==> src/rtl/core/dpf_pkg.sv <==
// shared types and constants of the duplicate packet filter
package dpf_pkg;

   // slot numbers are carried at the width of the largest supported table
   localparam int SLOT_MAX_W = 8;
   localparam int RSP_SLOT_W = 5;
   localparam int CSR_ADDR_W = 3;

   typedef logic [SLOT_MAX_W-1:0] slot_type;

   // item modes
   localparam logic MODE_CHECK  = 1'b0;
   localparam logic MODE_RECORD = 1'b1;

   // register indexes, taken from paddr bit 2
   localparam logic REG_RETENTION = 1'b0;
   localparam logic REG_OUR_NODE  = 1'b1;

   // reset values of the registers
   localparam logic [31:0] RETENTION_RESET = 32'(5 * 60 * 1000);
   localparam logic [31:0] OUR_NODE_RESET  = 32'd1;

   // item held in the block while its scan runs
   typedef struct packed {
      logic        mode;
      logic [31:0] source_node;
      logic [31:0] packet_id;
      logic [2:0]  hop_limit;
      logic [2:0]  hop_start;
      logic [31:0] now_ms;
      logic        pending_match;
   } item_type;

   // search token handed from cell to cell
   typedef struct packed {
      logic        active;
      logic        match_found;
      slot_type    match_slot;
      logic [2:0]  match_hops;
      logic        pick_found;
      slot_type    pick_slot;
      slot_type    oldest_slot;
      logic [31:0] oldest_age;
   } scan_type;

   // entry update broadcast to the row
   typedef struct packed {
      logic        en;
      logic        full;
      logic        set_hops;
      slot_type    slot;
      logic [31:0] source_node;
      logic [31:0] packet_id;
      logic [2:0]  hops;
      logic [31:0] now_ms;
   } wr_type;

endpackage

==> src/rtl/core/dpf_csr.sv <==
// configuration registers of the filter behind an apb-style port
module dpf_csr import dpf_pkg::*; (
   input  logic                  clock,
   input  logic                  reset,
   input  logic                  psel,
   input  logic                  penable,
   input  logic                  pwrite,
   input  logic [CSR_ADDR_W-1:0] paddr,
   input  logic [31:0]           pwdata,
   output logic [31:0]           prdata,
   output logic                  pready,
   output logic [31:0]           retention,
   output logic [31:0]           our_node
);

   logic [31:0] retention_ff;
   logic [31:0] our_node_ff;
   logic        wr_en;

   assign pready = 1'b1;
   assign wr_en  = psel && penable && pwrite;

   // register writes
   always_ff @(posedge clock) begin
      if (reset) begin
         retention_ff <= RETENTION_RESET;
         our_node_ff  <= OUR_NODE_RESET;
      end else if (wr_en) begin
         case (paddr[2])
            REG_RETENTION: retention_ff <= pwdata;
            REG_OUR_NODE:  our_node_ff  <= pwdata;
            default:       retention_ff <= retention_ff;
         endcase
      end
   end

   // read mux
   always_comb begin
      case (paddr[2])
         REG_RETENTION: prdata = retention_ff;
         REG_OUR_NODE:  prdata = our_node_ff;
         default:       prdata = '0;
      endcase
   end

   assign retention = retention_ff;
   assign our_node  = our_node_ff;

endmodule

==> config.mk <==
export PLATFORM = sky130hd
export DESIGN_NAME = dpf_csr
export DESIGN_NICKNAME = d
export VERILOG_FILES = /design/src/rtl/core/dpf_pkg.sv /design/src/rtl/core/dpf_csr.sv
export SDC_FILE = /design/constraint.sdc
export NUM_CORES = 1
export LEC_CHECK = 0
export BUFFER_PORTS_ARGS = -buffer_cell sky130_fd_sc_hd__buf_4
export CAP_MARGIN = 20
export CORE_ASPECT_RATIO = 0.5
export CORE_UTILIZATION = 35
export CTS_CLUSTER_SIZE = 40
export DETAILED_ROUTE_END_ITERATION = 8
export GPL_TIMING_DRIVEN = 0
export SLEW_MARGIN = 20
export SYNTH_ARGS = -nofsm -noshare
export SYNTH_HDL_FRONTEND = slang
export SYNTH_SLANG_ARGS = --single-unit
==> constraint.sdc <==
create_clock -name clock -period 1.8 [get_ports clock]
set_clock_uncertainty 0.2 [all_clocks]
set_input_delay 0.36 -clock clock [delete_from_list [all_inputs] [get_ports clock]]
set_output_delay 0.36 -clock clock [all_outputs]
set_load 0.01 [all_outputs]
### Word-level counts from Yosys, hierarchy flattened

Cells that the tools add are included.

| word-level totals | value |
|---|---|
| logic and storage cells | 8 |
| output and inout port bits | 97 |
| flip-flop bits (word level) | 64 |

| operators by class | value |
|---|---|
| reduce and logical (&&, ||, !) cells | 4 |
| bitwise logic cells | 1 |
| mux-type cells | 1 |

Operator list:

| kind | count |
|---|---|
| 32-bit case mux with 2 select lines | 1 |
| 2-bit AND reduction | 2 |
| 1-bit logical AND | 2 |
| 1-bit NOT | 1 |

### Depth between registers and ports, before layout

| logic depth | value |
|---|---|
| word-level depth | 3 |
| gate-level depth with buffers | 5 |

### Worst setup path after synthesis

OpenSTA, ideal clock, no wires.

| path | value |
|---|---|
| path kind | input port to output port |
| from | input port paddr[2] |
| to | output port prdata[0] |
| arrival time | 1030 ps |
| slack | 210 ps |
| cell stages on the path | 3 |
| required time | 1240 ps |
| cell sequence | buf_6 buf_2 mux2_2 |

| between the ends | value |
|---|---|
| word-level cells in the longest chain between the ends | 2 |

Ends and longest elaborated chain:

| element | RTL line | source |
|---|---|---|
| from (decl) | dpf_csr.sv:8 | `input logic [CSR_ADDR_W-1:0] paddr,` |
| 1-bit NOT (no line) | n/a |  |
| 32-bit case mux with 2 select lines * | dpf_csr.sv:39 | `case (paddr[2])` |
| to (decl) | dpf_csr.sv:10 | `output logic [31:0] prdata,` |

Mark *: on every way between the ends. The rest lies on a longest branch, timed or not.

### Final worst setup path

| path | value |
|---|---|
| from | input port paddr[2] |
| to | output port prdata[18] |

Same word-level chain as after synthesis.

==> metrics.txt <==
H-tree depth=3; Worst R2R Start=retention[25]$_SDFFE_PP0P_; Seq cells post-synth=64; headroom to the max-slew limit=0.6626; fmax=572.3 MHz; crit path max fanout=10; Die X=roughly 140 um; post-detail-place hpwl=6368 um; Hold Vio Cnt, Final=0; initial antenna violation count=0; post-layout instance area=4531 um^2; Hold-fix buffers, CTS=0; Setup TNS=0 ns; fraction of synthesized area in multiplexers=0.3227; Root Buffer=clkbuf_16; fin nets=475; Post-Layout Cell Count=552; Via Count=2547; DP Area=4225 um^2; RSZ-0062 raised after global routing=no; clk slew on worst S/H paths=0.05 ns; Avg Synthesized Cell Area=10.59 um^2; area leader, netlist=dfxtp_1; largest net degree at the start of global routing=13; Die ar.=9265 um^2; FF-to-FF End=retention[25]$_SDFFE_PP0P_; Initial Util=0.3742; total instance count after detailed placement=~540; Hold Crit Start=pwdata[12]; area delta synth->final=46.07%; first-pass GRT wire length=approximately 13000 um; Detailed Route Iter0 Violations=68; post-route setup slack=0.05276 ns; critical path arrival=1.19 ns; Die Y=68.57 um; vias in the first global route=2635; First-pass DRT Iterations=4; pwr/cell area=791.2 nW/um^2; cts repair resizes=3; Synth Area in Compound Gates=0; cell depth of the worst hold path=3; most frequent cells in the layout=138 x buf_4, 87 x nand2b_1, 64 x mux2i_1, 64 x dfxtp_1, 32 x mux2_2; Worst Setup SP=paddr[2]; worst slack, placed=-0.06560 ns; Synth Area in Simple Gates=0.2102; Num Clock Sinks=64; leakage=2.090 nW; Mapped Nets=333; IR drop worst, VDD=roughly 0.53 mV; reg2reg path depth=2; YS warnings=0; startpoint types=input port; outcome=finished, final reports clean; CP Class=in2out; Pwr Total=~3.6 mW; Worst-Margin Slew=~0.5 ns; GRT Util Overall=0.1887; routed len/inst=15.28 um; flop-to-flop setup slack=0.95 ns; Post-DRT Antenna Nets=0; Netlist cell types=15; Total Wirelength=8433 um; CTS tree=built; grt total ovfl=0; critical path required time=1.24 ns; Boundary Pins=around 140; ranking of synthesized cells by area=dfxtp_1 41%, mux2i_1 21%, nand2b_1 18%, mux2_2 12%, nor2_1 2.2%; commonest non-fill, non-tap cell in the layout=buf_4; via density per instance=4.614; final period utilization=0.9707; Row Count=23; cell count after synthesis=293; Final min period=1.747 ns; Min-Delay Endpoint=retention[12]$_SDFFE_PP1P_; Post-Synthesis Cell Area=3102 um^2; HP Class=in2reg; largest family of logic cells by synthesized area=multiplexers; Seq/Total Area, Yosys=0.4131; Clock Latency Late Sink=0.32 ns; setup violators final=0; MaxCap Viol Count=0; GPL Wtd Cong=approximately 0.73; CTS buffer count=9; Worst setup EP type=output port; Yosys top cell area share=0.4131; Slew Viols, Final=0; xor and xnor fraction of the mapped netlist area=0; Core Region=about 8300 um^2; Max clock buf depth=2; share of layout cells above drive strength 1=0.4432; post-CTS setup buffers=0; Post-Synth Adder-Cell Area=0; port bufs=131; diode count=0; DRC viols=0
[how the worst max path moves through the flow]
stage | endpoint | slack, ns
floorplan | prdata[0] | 0.21
finish | prdata[18] | 0.05
global placement | prdata[18] | -0.05
CTS | prdata[18] | 0.04
detailed placement | prdata[18] | -0.07
global route | prdata[10] | 0.02
[cells in the mapped netlist]
library cell,n
nand2b_1,87
dfxtp_1,64
mux2i_1,64
mux2_2,32
nor2_1,18
clkbuf_1,8
buf_2,6
buf_4,4
buf_6,3
buf_12,2
and4_1,1
and4b_1,1
conb_1,1
nand4_1,1
nand4b_2,1
[worst max-delay path, stage by stage]
cell,delay [ns]
buf_6,0.11
buf_4,0.21
mux2_2,0.36
buf_4,0.14
[registers in the layout (all words and copies together) (netlist names)]
name and cells:
retention 32, our_node 32
[layer usage]
| layer | wire [um] | track usage | up-vias |
|---|---|---|---|
| met3 | 312 | 0.05556 | 4 |
| met4 | 58 | 0.04635 | 0 |
| met1 | 3820 | 0.2199 | 1227 |
| met2 | 4241 | 0.3474 | 53 |
| met5 | 0 | 0 | - |
| li1 | - | - | 1263 |
[cell type report]
| type | count | area [um^2] |
|---|---|---|
| fill | 757 | 3757 |
| multi-input combinational | 206 | 1657 |
| sequential | 64 | 1281 |
| timing repair buffer | 131 | 983.4 |
| clock buffer | 9 | 225.2 |
| buffer | 23 | 171.4 |
| tap | 112 | 140.1 |
| clock inverter | 7 | 72.57 |
[metrics by stage]
step                utilization  hold slack (ns)
floorplan                     -           0.3012
global placement         0.5098           0.2733
detailed placement       0.5098           0.2760
CTS                      0.5466           0.1047
global route             0.5466           0.1052
finish                   0.5466           0.1130
[report_power, final]
group	total, mW	switching (mW)	internal (mW)
logic	0.416	0.181	0.235
registers	1.47	0.0255	1.45
clock network	1.69	0.624	1.07
[kinds of logic after synthesis]
family / after synthesis
buffers and inverters: 23
AND/OR/NAND/NOR: 109
flip-flops: 64
other: 1
multiplexers: 96
Power figures use the tool's default switching activity.
