### src/rtl/core/dpf_pkg.sv
// shared types and constants of the duplicate packet filter
package dpf_pkg;

   // slot numbers are carried at the width of the largest supported table
   localparam int SLOT_MAX_W = 8;
   localparam int RSP_SLOT_W = 5;
   localparam int CSR_ADDR_W = 3;

   typedef logic [SLOT_MAX_W-1:0] slot_type;

   // item modes
   localparam logic MODE_CHECK  = 1'b0;
   localparam logic MODE_RECORD = 1'b1;

   // register indexes, taken from paddr bit 2
   localparam logic REG_RETENTION = 1'b0;
   localparam logic REG_OUR_NODE  = 1'b1;

   // reset values of the registers
   localparam logic [31:0] RETENTION_RESET = 32'(5 * 60 * 1000);
   localparam logic [31:0] OUR_NODE_RESET  = 32'd1;

   // item held in the block while its scan runs
   typedef struct packed {
      logic        mode;
      logic [31:0] source_node;
      logic [31:0] packet_id;
      logic [2:0]  hop_limit;
      logic [2:0]  hop_start;
      logic [31:0] now_ms;
      logic        pending_match;
   } item_type;

   // search token handed from cell to cell
   typedef struct packed {
      logic        active;
      logic        match_found;
      slot_type    match_slot;
      logic [2:0]  match_hops;
      logic        pick_found;
      slot_type    pick_slot;
      slot_type    oldest_slot;
      logic [31:0] oldest_age;
   } scan_type;

   // entry update broadcast to the row
   typedef struct packed {
      logic        en;
      logic        full;
      logic        set_hops;
      slot_type    slot;
      logic [31:0] source_node;
      logic [31:0] packet_id;
      logic [2:0]  hops;
      logic [31:0] now_ms;
   } wr_type;

endpackage

### src/rtl/core/dpf_cell.sv
// one table entry of the filter and its stage of the search token
module dpf_cell import dpf_pkg::*; #(
   parameter int INDEX = 0
) (
   input  logic        clock,
   input  logic        reset,
   input  item_type    item,
   input  logic [31:0] retention,
   input  scan_type    tok_in,
   output scan_type    tok_out,
   input  wr_type      wr
);

   logic        valid_ff;
   logic [2:0]  hops_ff;
   logic [31:0] source_ff;
   logic [31:0] packet_id_ff;
   logic [31:0] last_seen_ff;

   logic [31:0] age;
   logic        match_here;
   logic        free_here;
   logic        older_here;
   scan_type    tok_in_next;
   scan_type    tok_ff;

   // compare this entry against the item
   assign age        = item.now_ms - last_seen_ff;
   assign match_here = !tok_in.match_found && (item.mode == MODE_CHECK) && valid_ff &&
                       (source_ff == item.source_node) && (packet_id_ff == item.packet_id);
   assign free_here  = !tok_in.pick_found && (!valid_ff || (age > retention));
   assign older_here = !tok_in.pick_found && valid_ff && (age > tok_in.oldest_age);

   // token update
   always_comb begin
      tok_in_next = tok_in;
      if (match_here) begin
         tok_in_next.match_found = 1'b1;
         tok_in_next.match_slot  = slot_type'(INDEX);
         tok_in_next.match_hops  = hops_ff;
      end
      if (free_here) begin
         tok_in_next.pick_found = 1'b1;
         tok_in_next.pick_slot  = slot_type'(INDEX);
      end
      if (older_here) begin
         tok_in_next.oldest_slot = slot_type'(INDEX);
         tok_in_next.oldest_age  = age;
      end
   end

   // token stage
   always_ff @(posedge clock) begin
      if (reset) begin
         tok_ff.active <= 1'b0;
      end else begin
         tok_ff <= tok_in_next;
      end
   end

   assign tok_out = tok_ff;

   // entry storage, written by the broadcast update
   always_ff @(posedge clock) begin
      if (reset) begin
         valid_ff <= 1'b0;
      end else if (wr.en && (wr.slot == slot_type'(INDEX))) begin
         if (wr.full) begin
            valid_ff     <= 1'b1;
            source_ff    <= wr.source_node;
            packet_id_ff <= wr.packet_id;
         end
         if (wr.set_hops) begin
            hops_ff <= wr.hops;
         end
         last_seen_ff <= wr.now_ms;
      end
   end

endmodule

### config.mk
export PLATFORM = sky130hd
export DESIGN_NAME = dpf_cell
export DESIGN_NICKNAME = d
export VERILOG_FILES = /design/src/rtl/core/dpf_pkg.sv /design/src/rtl/core/dpf_cell.sv
export SDC_FILE = /design/constraint.sdc
export NUM_CORES = 1
export LEC_CHECK = 0
export BUFFER_PORTS_ARGS = -buffer_cell sky130_fd_sc_hd__buf_2
export CORE_ASPECT_RATIO = 0.6
export CORE_UTILIZATION = 50
export CTS_CLUSTER_SIZE = 10
export DETAILED_ROUTE_END_ITERATION = 8
export PLACE_DENSITY_LB_ADDON = 0.05
export REMOVE_ABC_BUFFERS = 1
export SYNTH_ARGS = -nofsm -noshare
export SYNTH_HDL_FRONTEND = slang
export SYNTH_SLANG_ARGS = --single-unit
### constraint.sdc
create_clock -name clock -period 6.1 [get_ports clock]
set_input_delay 0.915 -clock clock [delete_from_list [all_inputs] [get_ports clock]]
set_output_delay 0.915 -clock clock [all_outputs]
set_load 0.01 [all_outputs]
# Word level (Yosys, flattened, before mapping)
# Cells that the tools add are included.
# word_totals
reg_bits,162
memories,0
word_cells,39
inputBits,310
latch_bits,0
mem_bits_ro,0
ramBits,0
# op_classes
bitwise_logic,2
n_div,0
eq_ne,2
n_mux,2
n_addsub,1
reduce_logical,17
n_lt_le_gt_ge,2
multipliers,0
shifts,0
# ops
op,n
$eq A32 B32 Y1,2
$gt A32 B32 Y1,2
$mux W32,1
$sub A32 B32 Y32,1
$logic_and A1 B1 Y1,8
$logic_not A8 Y1,1
$reduce_and A3 Y1,2
$reduce_and A2 Y1,2
$logic_not A1 Y1,3
$mux W3,1
$not A1 Y1,2
$logic_or A1 B1 Y1,1

# Longest topological paths before layout
# Gate-level depths: netlist of the first run.
# logic_depth
word_depth,6
ltp_mapped,21
depth_no_buf,21

# Least setup slack after synthesis of the first run
# OpenSTA, ideal clock, no wires.
# synth_timing
path_kind,input to register
start,in reset
end,"reg packet_id_ff[0], enable pin"
arrival_time_ns,4.898
setup_slack_ns,0.772
setup_time_ns,0.429
path_buffers,0
stages,3
cell_sequence,inv_1 and4_1 and2_1
# synth_between
elab_chain_cells,2
# synth_lines
item,line_no,rtl
from (decl),dpf_cell.sv:6,"input logic reset,"
$not A1 Y1 (no line),--,
$reduce_and A3 Y1 (no line),--,
to (signal assigned),dpf_cell.sv:71,packet_id_ff <= wr.packet_id;
to (decl),dpf_cell.sv:17,logic [31:0] packet_id_ff;
# Every way passes these cells.
# A chain may end at the register's enable or synchronous reset.

==> results.md, run 1 <==
- The run finished with clean final reports.
- The fraction of layout instances using a drive strength above 1 is between 30% and 40%.
- The worst setup path startpoint is item[1].
- The startpoint kind of the worst setup timing path is a primary input.
- For this design the total switching power over the nets is between 0.7 and 0.8 mW.
- The share of power burned in combinational logic is between 10% and 20%.
- The number of hold-slack violations in the final timing report is 0.
- Clock tree synthesis found a total of approximately 160 sinks.
- The ratio of routed vias to standard cells is 5.211.
- The H-tree generated during clock tree synthesis spans 4 levels.
- The finished layout holds 1463 standard cells, fillers aside.
- The critical path class is primary input to flip-flop.
- The effective utilization at floorplan is a little over half.
- Leaving out fill and tap cells, the most frequent cells in the layout are 364 x sky130_fd_sc_hd__buf_2, 160 x sky130_fd_sc_hd__edfxtp_1, 106 x sky130_fd_sc_hd__inv_1.
- The synthesis-to-layout area growth is 28.14%.
- The detail-routed net length per standard cell is around 18 µm.
- The smallest hold slack is approximately 0.56 ns.
- The total wire length after detailed routing is 26180 µm.
- The worst hold path terminates at tok_out[49].
- The row count is 38.
- In this run, post-CTS repair resized a total of 0 instances.
- The worst voltage drop across the vdd grid is 0.2140 mV.
- Max-cap violations in this run came to 0.
- The count of port buffers added during placement is about 360.
- The longest clock path from root to sink contains 2 buffers.
- about 370 I/O pins were placed.
- The total placed instance area is between 10000 and 15000 µm².
- For this run, the leading register cell type out of synthesis is sky130_fd_sc_hd__edfxtp_1.
- At the end of the flow, the number of nets in the layout was ~1600.
- The synthesized area is approximately 9600 µm².
- For this design the ratio of total power to cell area is ~230 nW/µm².
- Cells fill between 60% and 70% of the core in the end.
- During synthesis, Yosys emitted a total of 0 warnings.
- The total number of vias is about 7600.
- After synthesis, the share of flip-flops with an asynchronous set or reset is 0%.
- The mean post-synth cell area is ~12 µm².
- The slew at the pin closest to its max-slew limit is between 1 and 1.5 ns.
- The fmax is about 0.19 GHz.
- The number of design-rule violations left by the first detailed-router iteration is 553.
- The first-pass GRT wire length is 38430 µm.
- The endpoint required time on the critical path is 6.28 ns.
- The number of setup buffers added after CTS is 0.
- CTS placed an instance of sky130_fd_sc_hd__clkbuf_16 at the clock tree root.
- The data arrival at the endpoint of the critical path is 5.49 ns.
- The number of max-slew violations in the final report is 0.
- Counting flops and latches in the post-synthesis netlist gives approximately 160.
- Sequential cells were found to cover 50.39% of the synthesized design area.
- The overall die height is roughly 110 µm.
- In the routed design, unresolved DRC markers number 0.
- The count of cell types in the netlist is 56.
- Summing all multi-input logic gate instances after layout gives around 4300 µm².
- In the post-route analysis, the smallest setup slack over all paths is 0.7889 ns.
- The critical register-to-register path startpoint is last_seen_ff[2].
- The congestion estimate from routability-driven global placement came to about 0.96.
- In the final layout, flip-flops and latches occupy a little under 5000 µm².
- The filler cell count in the final layout is 1478.
- The via count of the first global-routing pass is ~7200.
- The x dimension of the die is ~180 µm.
- The sequential power share is between 40% and 50%.
- The number of antenna violations at the first check in global routing came to 4.
- The register-to-register setup slack is roughly 1.0 ns.
- Hold repair after CTS inserted 0 buffers.
- Counting instances, the worst hold path has a depth of 1.
- The worst hold path startpoint is hops_ff[0].
- The leakage power is ~5.7 nW.
- The fraction of power consumed by the clock network is 37.2%.
- Measured against its own limit, the worst slew margin works out to between 30% and 40%.
- The number of enable flip-flop cells after synthesis is 160.
- Between clock sinks in the finished design, the worst skew comes to ~0.007 ns.
- After routing, the total negative slack on setup checks comes to 0 ns.
- The final design area excluding fillers is roughly 12000 µm².
- The region available for standard cell placement spans between 15000 and 20000 µm².
- The endpoint of the lowest-slack register-to-register path is tok_out[15].
- The synthesized instance count is just over 800.
- The top fanout value on the critical path is 26.
- The pre-antenna-repair detailed-routing pass consisted of 5 iterations.
- The worst reg-to-reg path cell count is 16.
- The worst setup path is captured at a flip-flop.
- The internal portion of the total power is roughly 2.1 mW.
- The detail route stage leaves a number of antenna-violating nets equal to 0.
- Once placement completed, the tool counted placed cells totaling ~1400.
- Setup repair after global routing left no endpoint under its margin.
- The setup violation total in the final timing report is 0.
- The total overflow left after global routing is 0.
- The final critical-path share of the clock period is a little under 90%.
- Clock latency on the worst-skew pair, taken at its later pin, is 0.44 ns.
- Global routing used between 20% and 30% of the available tracks across all layers.
- The design draws approximately 2.8 mW.
- The total clock buffers created by CTS is 17.
- The most common cell after layout, fill and taps aside is sky130_fd_sc_hd__buf_2.
- The wire-length estimate of the detail-placed layout is ~21000 µm.
- TritonCTS built the clock tree.
- The tightest min-delay check is of the flip-flop to flip-flop type.
- The final critical-path required period is between 5 and 6 ns.
- Prior to clock tree synthesis, the placed netlist has a worst setup slack of 0.4350 ns.
- The die area is roughly 20000 µm².
- The maximum number of pins on one net before global-route repair is between 40 and 50.
- The share of total power consumed by net switching is between 20% and 30%.
- After clock tree synthesis, the clock-pin slew on the worst setup and hold paths is 0.07 ns.
## worst max path at each step
stage / to / slack [ns]
floorplan: tok_out[12] / 0.58
global placement: tok_out[20] / 0.50
CTS: tok_out[1] / 0.88
global route: tok_out[1] / 0.57
detailed placement: tok_out[14] / 0.43
finish: tok_out[15] / 0.79
## critical path: stages
cell and delay, ns:
sky130_fd_sc_hd__buf_2 0.10, sky130_fd_sc_hd__inv_1 0.05, sky130_fd_sc_hd__ha_1 0.16, sky130_fd_sc_hd__inv_1 0.06, sky130_fd_sc_hd__fa_1 0.39, sky130_fd_sc_hd__a21oi_1 0.22
sky130_fd_sc_hd__o21ai_0 0.18, sky130_fd_sc_hd__and3_1 0.31, sky130_fd_sc_hd__or2_1 0.28, sky130_fd_sc_hd__a21o_1 0.18, sky130_fd_sc_hd__a21oi_1 0.17, sky130_fd_sc_hd__xnor2_1 0.25
sky130_fd_sc_hd__ha_1 0.32, sky130_fd_sc_hd__nand4_1 0.18, sky130_fd_sc_hd__nor4_1 0.11, sky130_fd_sc_hd__a21boi_1 0.14, sky130_fd_sc_hd__o41a_1 0.47, sky130_fd_sc_hd__o31ai_4 0.24
sky130_fd_sc_hd__buf_4 0.39, sky130_fd_sc_hd__mux2_1 0.38
## flip-flops by register name, summed over array words and instances (netlist names)
signal,cells
last_seen_ff,32
tok_out,62
source_ff,32
packet_id_ff,32
hops_ff,3
valid_ff,1
## power groups by stage
stage | registers [mW] | logic (mW) | clock network, mW
after floorplan | 1.31 | 0.233 | 0
after global placement | 1.29 | 0.459 | 0
after detailed placement | 1.29 | 0.467 | 0
after CTS | 1.27 | 0.471 | 1.04
after global routing | 1.27 | 0.525 | 1.08
final | 1.27 | 0.474 | 1.03
## cells by family after synthesis
| family | count (synthesis) | synth area share [%] |
|---|---|---|
| and+or+nand+nor | 170 | 9.618 |
| buffers and inverters | 117 | 4.763 |
| xor gates and xnor gates | 92 | 8.459 |
| DFF | 162 | 50.39 |
| adders and majority gates | 96 | 12.57 |
| AOI/OAI and AO/OA | 156 | 10.45 |
| muxes | 32 | 3.748 |
## per-layer routing
| metal | track usage [%] | vias up | share of wire [%] |
|---|---|---|---|
| met5 | 0 | - | 0.15 |
| met4 | 6.659 | 4 | 1.3 |
| met3 | 8.182 | 31 | 8.5 |
| met2 | 41.42 | 310 | 45 |
| met1 | 35.37 | 3505 | 45 |
| li1 | - | 3773 | - |
## synth_stat cells, types with 2 or more instances
library cell	number	area share (%)
sky130_fd_sc_hd__o21a_1	9	0.70
sky130_fd_sc_hd__mux2_2	15	1.8
sky130_fd_sc_hd__a21oi_1	54	2.8
sky130_fd_sc_hd__or2_2	2	0.13
sky130_fd_sc_hd__nand3_1	12	0.62
sky130_fd_sc_hd__o211ai_1	6	0.47
sky130_fd_sc_hd__a211oi_1	7	0.55
sky130_fd_sc_hd__nor3_1	4	0.21
sky130_fd_sc_hd__a311oi_2	2	0.31
sky130_fd_sc_hd__xnor2_1	36	3.3
sky130_fd_sc_hd__and3_1	6	0.39
sky130_fd_sc_hd__mux2_1	17	2.0
sky130_fd_sc_hd__nand3b_1	3	0.23
sky130_fd_sc_hd__o21bai_1	2	0.16
sky130_fd_sc_hd__buf_4	3	0.23
sky130_fd_sc_hd__or3_1	2	0.13
sky130_fd_sc_hd__o21ai_1	3	0.16
sky130_fd_sc_hd__nor2_1	21	0.82
sky130_fd_sc_hd__and4_1	6	0.55
sky130_fd_sc_hd__nor4_1	15	0.98
sky130_fd_sc_hd__inv_1	107	4.2
sky130_fd_sc_hd__nand2b_1	4	0.26
sky130_fd_sc_hd__buf_2	5	0.26
sky130_fd_sc_hd__o21ai_0	29	1.5
sky130_fd_sc_hd__nand2_1	37	1.4
sky130_fd_sc_hd__ha_1	95	12
sky130_fd_sc_hd__nor2b_1	16	1.0
sky130_fd_sc_hd__nand4_1	21	1.4
sky130_fd_sc_hd__dfxtp_1	2	0.42
sky130_fd_sc_hd__a31oi_1	7	0.46
sky130_fd_sc_hd__edfxtp_1	160	50
sky130_fd_sc_hd__and2_1	18	1.2
sky130_fd_sc_hd__a21o_1	22	1.7
sky130_fd_sc_hd__xor2_1	55	5.0
## cell type report
class                           instances  share of cell area, %
Antenna cell                            2                0.04063
Clock buffer                           20                  3.626
Clock inverter                         12                 0.9039
Inverter                              107                  3.260
Multi-Input combinational cell        546                  35.01
Sequential cell                       162                  39.33
Tap cell                              240                  2.438
Timing Repair Buffer                  374                  15.40
Power figures use the tool's default switching activity.
==> inputs of run 2 (changes only) <==
ABC_AREA = 1   (was default)
CORE_UTILIZATION = 51   (was 50)
GPL_ROUTABILITY_DRIVEN = 0   (was default)
==> run 2 against run 1 <==
Against the previous run:
- clock-buffer cell count grew 3
- total power grew 2.8%
- non-clock buffer count shrank 6
- sequential cell count is the same
- register-to-register slack gained 0.95 ns
- sequential power is essentially flat
- critical path type unchanged
- largest cell class unchanged
==> results.md, run 2 <==
- Outcome: finished clean (unchanged).
- The post-route clock skew came to 0.01202 ns (was 0.007019 ns).
- The total iterations of the first detailed-routing run is 5 (unchanged).
- The worst voltage drop across the vdd grid came to 0.2104 mV (was 0.2140 mV).
- The critical path class is primary input to flip-flop (unchanged).
- The number of design-rule violations left by the first detailed-router iteration is 705 (was 553).
- The synthesized instance count is 1210 (was 825).
- The die area is 21040 µm² (was 19800 µm²).
- The number of cells on the worst hold path is 1 (unchanged).
- The detail-routed net length per standard cell came to 14.82 µm (was 17.89 µm).
- The clock-pin slew of the registers on the worst-case setup and hold paths was 0.06 ns (was 0.07 ns).
- The remaining antenna violation count after routing came to 0 (unchanged).
- The leakage power is 6.691 nW (was 5.705 nW).
- The worst hold path startpoint is valid_ff (was hops_ff[0]).
- The count of synthesis-stage warnings from yosys is 0 (unchanged).
- The critical register-to-register path startpoint is last_seen_ff[0] (was last_seen_ff[2]).
- The final critical-path share of the clock period is 72.32% (was 87.07%).
- Top library cells by usage in the layout, fill and taps aside: 364 x sky130_fd_sc_hd__buf_2, 335 x sky130_fd_sc_hd__nand2_1, 228 x sky130_fd_sc_hd__inv_1 (was 364 x sky130_fd_sc_hd__buf_2, 160 x sky130_fd_sc_hd__edfxtp_1, 106 x sky130_fd_sc_hd__inv_1).
- Top post-synthesis cells by area: sky130_fd_sc_hd__edfxtp_1 46%, sky130_fd_sc_hd__nand2_1 12%, sky130_fd_sc_hd__ha_1 11% (was sky130_fd_sc_hd__edfxtp_1 50%, sky130_fd_sc_hd__ha_1 12%, sky130_fd_sc_hd__xor2_1 5.0%).
- The effective utilization at floorplan is 52.08% (was 52.12%).
- The startpoint kind of the worst setup timing path is a primary input (unchanged).
- The worst slew slack as a fraction of its limit was 30.17% (was 32.42%).
- The worst-skew pair later-pin latency was 0.44 ns (about the same).
- The sequential area share after synthesis is 46.47% (was 50.39%).
- The endpoint required time on the critical path is 6.40 ns (was 6.28 ns).
- The number of enable flip-flop cells after synthesis is 160 (unchanged).
- The synthesized area is 10430 µm² (was 9614 µm²).
- The top-level I/O count is 372 (unchanged).
- The number of max-cap violations is 0 (unchanged).
- The smallest hold slack was 0.4972 ns (was 0.5570 ns).
- The final critical-path required period was 4.411 ns (was 5.311 ns).
- The maximum number of pins on one net before global-route repair is 65 (was 46).
- The most common cell after layout, fill and taps aside is sky130_fd_sc_hd__buf_2 (unchanged).
- The HPWL reported at the end of detailed placement is 22740 µm (was 21480 µm).
- The power consumption is 2.853 mW (was 2.774 mW).
- The power per unit of standard cell area was 216.8 nW/µm² (was 225.2 nW/µm²).
- The root buffer selected by CTS is sky130_fd_sc_hd__clkbuf_16 (unchanged).
- The total clock buffers created by CTS is 17 (unchanged).
- The total core area came to 20020 µm² (was 18450 µm²).
- The number of resized instances in the post-cts repair step is 0 (unchanged).
- The total placed instance area is 12550 µm² (was 11760 µm²).
- The count of unresolved DRC violations after routing is 0 (unchanged).
- Commonest cells in the netlist: 335 x sky130_fd_sc_hd__nand2_1, 229 x sky130_fd_sc_hd__inv_1, 160 x sky130_fd_sc_hd__edfxtp_1 (was 160 x sky130_fd_sc_hd__edfxtp_1, 107 x sky130_fd_sc_hd__inv_1, 95 x sky130_fd_sc_hd__ha_1).
- The slew at the pin closest to its max-slew limit came to 1.045 ns (was 1.014 ns).
- The x dimension of the die is 186.6 µm (was 181.0 µm).
- The overall die height is 112.8 µm (was 109.4 µm).
- The number of antenna violations at the first check in global routing is 3 (was 4).
- The synthesis-to-layout area growth was 26.19% (was 28.14%).
- The share of flip-flops with an asynchronous set or reset after synthesis came to 0% (unchanged).
- The worst reg-to-reg path cell count came to 23 (was 16).
- The fmax is 0.2267 GHz (was 0.1883 GHz).
- The total number of vias is 9229 (was 7623).
- The count of port buffers added during placement was 364 (unchanged).
- The cell with the most instances after synthesis is sky130_fd_sc_hd__nand2_1 (was sky130_fd_sc_hd__edfxtp_1).
- The row count is 40 (was 38).
- The fraction of layout instances using a drive strength above 1 is 26.20% (was 35.30%).
- The count of cell types in the netlist was 39 (was 56).
- The top fanout value on the critical path is 40 (was 26).
- The first-pass GRT wire length is 42150 µm (was 38430 µm).
- The cell count after placement was 1844 (was 1429).
- The final layout net count came to 1996 (was 1614).
- The buffers inserted during post-CTS setup optimization is 0 (unchanged).
- The main flop type after synthesis is sky130_fd_sc_hd__edfxtp_1 (unchanged).
- The number of buffers on the longest clock path is 2 (unchanged).
- The filler cell count in the final layout is 1768 (was 1478).
- The number of hold-slack violations in the final timing report is 0 (unchanged).
- The type of destination of the critical path is a flip-flop (unchanged).
- The setup violation total in the final timing report is 0 (unchanged).
- The register-to-register setup slack is 1.98 ns (was 1.03 ns).
- The mean post-synth cell area is 8.617 µm² (was 11.65 µm²).
- The via count of the first global-routing pass came to 8287 (was 7240).
- The number of buffers added to fix hold violations after cts came to 0 (unchanged).
- The CTS tree was yes (unchanged).
- The number of storage elements in the synthesis netlist is 162 (unchanged).
- The overall global routing resource usage is 26.50% (was 26.25%).
- The type of the worst min-delay path is flip-flop to flip-flop (unchanged).
- Setup repair after global routing missed its margin: no (unchanged).
- The endpoint of the lowest-slack register-to-register path is tok_out[22] (was tok_out[15]).
- The final setup TNS is 0 ns (unchanged).
- The data arrival at the endpoint of the critical path is 4.71 ns (was 5.49 ns).
- The endpoint with the worst hold slack is tok_out[48] (was tok_out[49]).
- The count of H-tree levels built during CTS is 4 (unchanged).
- The final global-route overflow total is 0 (unchanged).
- The final cell count without fillers is 1880 (was 1463).
- The total wire length after detailed routing came to 27870 µm (was 26180 µm).
- The number of sinks handled by clock tree synthesis is 162 (unchanged).
- The post-synthesis cell type with the largest combined area was sky130_fd_sc_hd__edfxtp_1 (unchanged).
- The ratio of routed vias to standard cells was 4.909 (was 5.211).
- The area share of the largest cell type after synthesis is 46.08% (was 49.97%).
- The final design area excluding fillers is 13160 µm² (was 12320 µm²).
- The number of max-slew violations in the final report is 0 (unchanged).
- The flip-flop count of the largest register after layout is 62 (unchanged).
run 2: worst max-delay path by stage:
stage,from,to,slack [ns],cells after the start
2_1_floorplan,reset,packet_id_ff[0],-1.11,5
3_3_place_gp,item[1],tok_out[33],1.33,24
6_report,item[1],tok_out[22],1.69,25
4_1_cts,item[1],tok_out[18],1.71,25
5_1_grt,item[1],tok_out[28],1.37,25
3_5_place_dp,item[1],tok_out[36],1.26,24
run 2: area by class of cell:
class	instances	area (µm²)	share of cell area (%)
sequential	162	4845	36.82
timing repair buffer	368	1852	14.08
inverter	232	870.8	6.619
clock buffer	23	467.9	3.557
tap	273	341.6	2.596
clock inverter	9	127.6	0.9700
multi-input combinational	809	4642	35.28
antenna	4	10.01	0.07608
run 2: report_power, final:
part	internal [mW]	leakage [nW]	switching [mW]
combinational	0.206	4.89	0.271
clock	0.666	0.295	0.452
sequential	1.25	1.50	0.00570
total	2.12	6.69	0.729
run 2: worst max-delay path: stages:
cell	delay [ns]
sky130_fd_sc_hd__buf_2	0.09
sky130_fd_sc_hd__inv_1	0.04
sky130_fd_sc_hd__ha_1	0.13
sky130_fd_sc_hd__inv_1	0.07
sky130_fd_sc_hd__fa_1	0.41
sky130_fd_sc_hd__nand2_1	0.08
sky130_fd_sc_hd__nand2_1	0.07
sky130_fd_sc_hd__and2_1	0.18
sky130_fd_sc_hd__nand2_1	0.08
sky130_fd_sc_hd__nand2_2	0.08
sky130_fd_sc_hd__nand2_1	0.07
sky130_fd_sc_hd__nand2_1	0.07
sky130_fd_sc_hd__nand2_1	0.11
sky130_fd_sc_hd__nand2_1	0.07
sky130_fd_sc_hd__nand2_1	0.06
sky130_fd_sc_hd__nand2_1	0.15
sky130_fd_sc_hd__ha_1	0.33
sky130_fd_sc_hd__nand2_1	0.08
sky130_fd_sc_hd__nor2_4	0.10
sky130_fd_sc_hd__nand4_2	0.10
sky130_fd_sc_hd__nor3b_2	0.23
sky130_fd_sc_hd__nand2_2	0.10
sky130_fd_sc_hd__a21oi_4	0.82
sky130_fd_sc_hd__nand2_1	0.15
sky130_fd_sc_hd__nand2_1	0.10
run 2: cell families (layout without fill, tap and decap cells):
logic type	count (synthesis)	after routing	share of synthesized area, %
AO/OA/AOI/OAI	131	131	6.972
XOR/XNOR	56	56	4.704
adder cells (fa/ha/maj)	96	96	11.59
flip-flops	162	162	46.47
other	0	4	0
AND/OR/NAND/NOR	526	526	21.16
buffers and inverters	239	632	9.108
run 2: layer usage:
| metal | GRT usage, % | vias up | wire length [µm] |
|---|---|---|---|
| met4 | 8.689 | 0 | 437 |
| met5 | 0 | - | 0 |
| met1 | 39.05 | 4148 | 13740 |
| met3 | 5.738 | 28 | 2059 |
| met2 | 38.73 | 356 | 11630 |
| li1 | - | 4697 | - |
run 2: through the flow:
stage	setup slack (ns)	utilization, %
6_report	1.689	65.72
5_1_grt	1.370	65.69
4_1_cts	1.709	65.67
3_5_place_dp	1.263	62.69
3_3_place_gp	1.334	62.69
2_1_floorplan	-1.108	-
